[config.mk]
export PLATFORM = sky130hd
export DESIGN_NAME = gsa_controller
export DESIGN_NICKNAME = d
export VERILOG_FILES = /design/src/hw/rtl/gsa_pkg.sv /design/src/hw/rtl/gsa_controller.sv
export SDC_FILE = /design/constraint.sdc
export NUM_CORES = 1
export LEC_CHECK = 0
export ABC_AREA = 0
export BUFFER_PORTS_ARGS = -buffer_cell sky130_fd_sc_hd__buf_4
export CAP_MARGIN = 20
export CORE_AREA = 3 3 40 42
export CTS_BUF_LIST = sky130_fd_sc_hd__clkbuf_16
export DETAILED_ROUTE_END_ITERATION = 8
export DIE_AREA = 0 0 43 45
export SYNTH_ARGS = -nofsm -noshare
export SYNTH_HDL_FRONTEND = slang
export SYNTH_SLANG_ARGS = --single-unit
[constraint.sdc]
create_clock -name i_clk -period 3.14 [get_ports i_clk]
set_clock_uncertainty 0.2 [all_clocks]
set_input_delay 0.314 -clock i_clk [delete_from_list [all_inputs] [get_ports i_clk]]
set_output_delay 0.314 -clock i_clk [all_outputs]
set_load 0.01 [all_outputs]
[src/hw/rtl/gsa_pkg.sv]
`default_nettype none

package gsa_pkg;

    // fixed field widths of the item and result transfers
    localparam int IDX_W  = 10;
    localparam int GEN_W  = 16;
    localparam int TEAM_W = 2;
    localparam int OP_W   = 2;
    localparam int STAT_W = 2;
    localparam int CNT_W  = 11;

    // operation codes
    localparam logic [OP_W-1:0] OP_ALLOC    = 2'd0;
    localparam logic [OP_W-1:0] OP_ACTIVATE = 2'd1;
    localparam logic [OP_W-1:0] OP_REMOVE   = 2'd2;
    localparam logic [OP_W-1:0] OP_VALIDATE = 2'd3;

    // result status codes
    localparam logic [STAT_W-1:0] ST_OK      = 2'd0;
    localparam logic [STAT_W-1:0] ST_INVALID = 2'd1;
    localparam logic [STAT_W-1:0] ST_FULL    = 2'd2;

    // controller -> datapath
    typedef struct packed {
        logic load;    // latch item, issue slot and stack reads
        logic rd_pop;  // re-read slot table at the popped index
        logic commit;  // write back, update counters, load result register
    } t_cmd;

    // datapath -> controller
    typedef struct packed {
        logic pop_needed;  // allocate served from the free stack
        logic out_busy;    // result register full and stalled
    } t_stat;

endpackage

`default_nettype wire

[src/hw/rtl/gsa_controller.sv]
`default_nettype none

module gsa_controller (
    input  wire logic          i_clk,
    input  wire logic          i_rst_n,
    input  wire logic          i_in_valid,
    output logic               o_in_stall,
    input  wire gsa_pkg::t_stat i_stat,
    output gsa_pkg::t_cmd      o_cmd
);
    import gsa_pkg::*;

    localparam logic [1:0] S_IDLE = 2'd0;
    localparam logic [1:0] S_EXEC = 2'd1;
    localparam logic [1:0] S_POP  = 2'd2;

    logic [1:0] r_state;
    logic [1:0] n_state;

    always_comb begin
        n_state      = r_state;
        o_cmd        = '0;
        unique case (r_state)
            S_IDLE: begin
                if (i_in_valid) begin
                    o_cmd.load = 1'b1;
                    n_state    = S_EXEC;
                end
            end
            S_EXEC: begin
                if (i_stat.pop_needed) begin
                    o_cmd.rd_pop = 1'b1;
                    n_state      = S_POP;
                end else if (!i_stat.out_busy) begin
                    o_cmd.commit = 1'b1;
                    n_state      = S_IDLE;
                end
            end
            S_POP: begin
                if (!i_stat.out_busy) begin
                    o_cmd.commit = 1'b1;
                    n_state      = S_IDLE;
                end
            end
            default: begin
                n_state = S_IDLE;
            end
        endcase
    end

    always_ff @(posedge i_clk) begin
        if (!i_rst_n) begin
            r_state <= S_IDLE;
        end else begin
            r_state <= n_state;
        end
    end

    assign o_in_stall = (r_state != S_IDLE);

endmodule

`default_nettype wire

# --- After elaboration in Yosys (flattened, before gate mapping) ---
# Index checks and enable logic that the tools add are counted.
word_totals:
  regBits: 2
  inputBits: 5
  wordCells: 17
op_classes:
  eq_ne: 3
  n_mux: 11
  n_reduce_logical: 2
op_table:
  columns: ["operator", "count"]
  rows:
  - ["two-way mux 1 bit", 6]
  - ["two-way mux 2 bit", 3]
  - ["case mux 2 bit (3 select lines)", 1]
  - ["== test 2 x 1 -> 1 bit, second input constant", 1]
  - ["== test 2 bit, second input constant", 1]
  - ["zero test 2 bit", 1]
  - ["inequality test 2 bit, second input constant", 1]
  - ["case mux 1 bit (2 select lines)", 1]
  - ["nonzero test 2 bit", 1]

# --- Longest topological paths before layout ---
depth:
  depth_word: 3
  ltp_mapped: 5

# --- Worst setup path after synthesis ---
# Ideal clock, no wire load.
synth_path:
  path_kind: "register to output"
  from: "register r_state[1]"
  to: "output port o_cmd[0] (netlist name)"
  arrival_ps: 956
  required_time_ps: 2626
  slack_ps: 1670
  path_stages_with_launch: 5
  n_path_buf: 0
  path_cell_list: "dfxtp_1 > inv_1 > ha_1 > nor2b_1 > o211a_1"
synth_lines:
  columns: ["item", "line", "rtl"]
  rows:
  - ["start, declared", "gsa_controller.sv:17", "logic [1:0] r_state;"]
  - ["start signal, assigned", "gsa_controller.sv:55", "r_state <= n_state;"]
  - ["end, declared", "gsa_controller.sv:9", "output gsa_pkg::t_cmd o_cmd"]

==> impl_metrics.json <==
{
  "outcome": "completed",
  "yosys_warnings": 0,
  "clkLatencyLatePin_ns": 0.22,
  "cts.htree.levels": 1,
  "fin_setup_tns_ns": 0,
  "drt-initial-drc-count": 2,
  "drv_slew": 0,
  "grt_antenna_before_repair": 0,
  "syn_avg_cell_area_um2": 8.31,
  "clk_pin_slew_ns": 0.03,
  "arrival_ns": 1.33,
  "fmax_ghz": 0.541,
  "nFillCells": 142,
  "die_width_um": 43,
  "globalplace.congestion": 0.643,
  "grt_max_degree": 6,
  "totalWireLength_um": 441,
  "hold_depth": 3,
  "hold_viol": 0,
  "drc_errors": 0,
  "whs_ns": 0.183,
  "grt_pass1_vias": 189,
  "cts_inserted_buffers": 3,
  "largest_reg_flops": 2,
  "die_y_um": 45,
  "wl_per_cell_um": 8.65,
  "ys_top_cells_by_area": "ha_1, dfxtp_1, inv_1",
  "rsz0062_at_grt": "no",
  "io_buffers": 8,
  "worst_slew_pin_slew_ns": 0.173,
  "stdcell_area_um2": 362,
  "synth_top_area_share_pct": 24.1,
  "r2r-start": "r_state[0]$_SDFFE_PN0P_",
  "slew_headroom_pct": 88.4,
  "cp_data_required_time_ns": 2.63,
  "crit_end": "o_cmd[0]",
  "synthCells": 25,
  "via_per_inst": 3.82,
  "core-area_mm2": 0.00128,
  "yosysUniqueCellTypes": 16,
  "track_usage_pct": 4.90,
  "synth_area_leader_cell": "ha_1",
  "grt_overflow": 0,
  "maxCapViolCount": 0,
  "post-cts-setup-buffers": 0,
  "powerDensity_mw_per_mm2": 685,
  "dr_total_vias": 195,
  "synth_nets": 34,
  "start_util_pct": 16.2,
  "fin_cells": 51,
  "post-route-period-util_pct": 58.8,
  "critical_path_class": "reg2out",
  "antenna_cells": 0,
  "synth_seq_cells": 2,
  "cts.sinks": 2,
  "largest_register": "r_state",
  "nets": 47,
  "setup.worst_path.start_class": "flip-flop",
  "placed_area_um2": 287,
  "cts-hold-fix-buffers": 0,
  "crit_path_end_kind": "output port",
  "cts_tree": "yes",
  "cts_root_buf": "clkbuf_16",
  "drt.antenna.violating_nets": 0,
  "num_io_pins": 9,
  "setup_violations": 0,
  "layout-drive-gt1-share_pct": 33.3,
  "drtPass1Iterations": 4,
  "grt_pass1_wl_um": 676,
  "largest_registers": "r_state (2)",
  "r2r_slack_ns": 1.68,
  "period_minus_slack_ns": 1.85,
  "leakage_nw": 0.184,
  "syn_to_final_growth_pct": 74.1,
  "cp-startpoint": "r_state[1]$_SDFFE_PN0P_",
  "cts_resized": 0,
  "holdCritPathClass": "in2reg",
  "r2r_end": "r_state[0]$_SDFFE_PN0P_",
  "dpl.cell_count": 48,
  "ir_drop_uv": 355,
  "seq_area_frac_synth_pct": 19.3,
  "cp_max_fo": 4,
  "fp-row-count": 13,
  "rr_worst_depth": 5,
  "netlist_area_um2": 208,
  "die-area_mm2": 0.00194,
  "clockBufferDepth": 2
}
-- worst min path at each step --
stage | to | from
floorplan | r_state[1]$_SDFFE_PN0P_ | i_rst_n
global placement | r_state[1]$_SDFFE_PN0P_ | r_state[1]$_SDFFE_PN0P_
detailed placement | r_state[1]$_SDFFE_PN0P_ | r_state[1]$_SDFFE_PN0P_
CTS | r_state[0]$_SDFFE_PN0P_ | i_rst_n
global route | r_state[0]$_SDFFE_PN0P_ | i_rst_n
finish | r_state[1]$_SDFFE_PN0P_ | i_rst_n
-- kinds of logic (layout without fill, tap and decap cells) --
kind of cell / count (synthesis) / after routing / synth area share, %
simple gates: 9 / 9 / 28.3
compound gates: 6 / 6 / 21.1
fa+ha+maj: 4 / 4 / 24.1
buf+inv: 4 / 15 / 7.23
flops: 2 / 2 / 19.3
-- metrics by stage --
step	power, mW	utilization (%)	setup slack, ns
3_3_place_gp	0.0609	22.3	1.52
5_1_grt	0.258	28.1	1.20
3_5_place_dp	0.0611	22.3	1.52
6_report	0.248	28.1	1.29
4_1_cts	0.251	28.1	1.29
2_1_floorplan	0.0473	-	1.67
-- worst max-delay path, stage by stage (launching register included) --
cell,delay [ns]
dfxtp_1,0.36
inv_1,0.08
ha_1,0.20
nor2b_1,0.15
o211a_1,0.20
buf_4,0.14
-- area by class of cell --
class	instances	area [um2]	share of cell area, %
sequential	2	40.0	11.1
inverter	4	15.0	4.15
multi-input combinational	19	153	42.2
clock buffer	3	75.1	20.8
timing repair buffer	8	60.1	16.6
tap	15	18.8	5.19
-- routing by layer --
layer / global-route usage [%] / wire length [um] / share of wire [%] / vias to the layer above
met4: 1.81 / 0 / 0 / 0
met3: 3.59 / 38 / 8.6 / 0
met2: 7.49 / 199 / 45 / 5
li1: - / - / - / 107
met5: 0 / 0 / 0 / -
met1: 5.28 / 202 / 46 / 83
-- power breakdown --
part           internal, mW  total, mW  switching (mW)
clock                 0.162      0.187          0.0256
combinational        0.0169     0.0307          0.0138
sequential           0.0275     0.0297         0.00225
-- synth_stat cells --
cell type / n
nand4b_1: 1
o211ai_1: 1
dfxtp_1: 2
ha_1: 4
nor2_1: 1
and2_1: 1
o211a_1: 1
o21ai_1: 2
and4bb_1: 1
and2_2: 1
nand2b_1: 1
a21boi_1: 1
o31a_1: 1
nand2_1: 2
nor2b_1: 1
inv_1: 4
-- cells in the final DEF, fill, tap and decap left out, types with 2 or more instances in the layout --
master,n
dfxtp_1,2
clkbuf_16,3
o21ai_1,2
inv_1,4
ha_1,4
nand2_1,2
buf_4,8
Note: power is estimated with default switching activity, not from simulation.
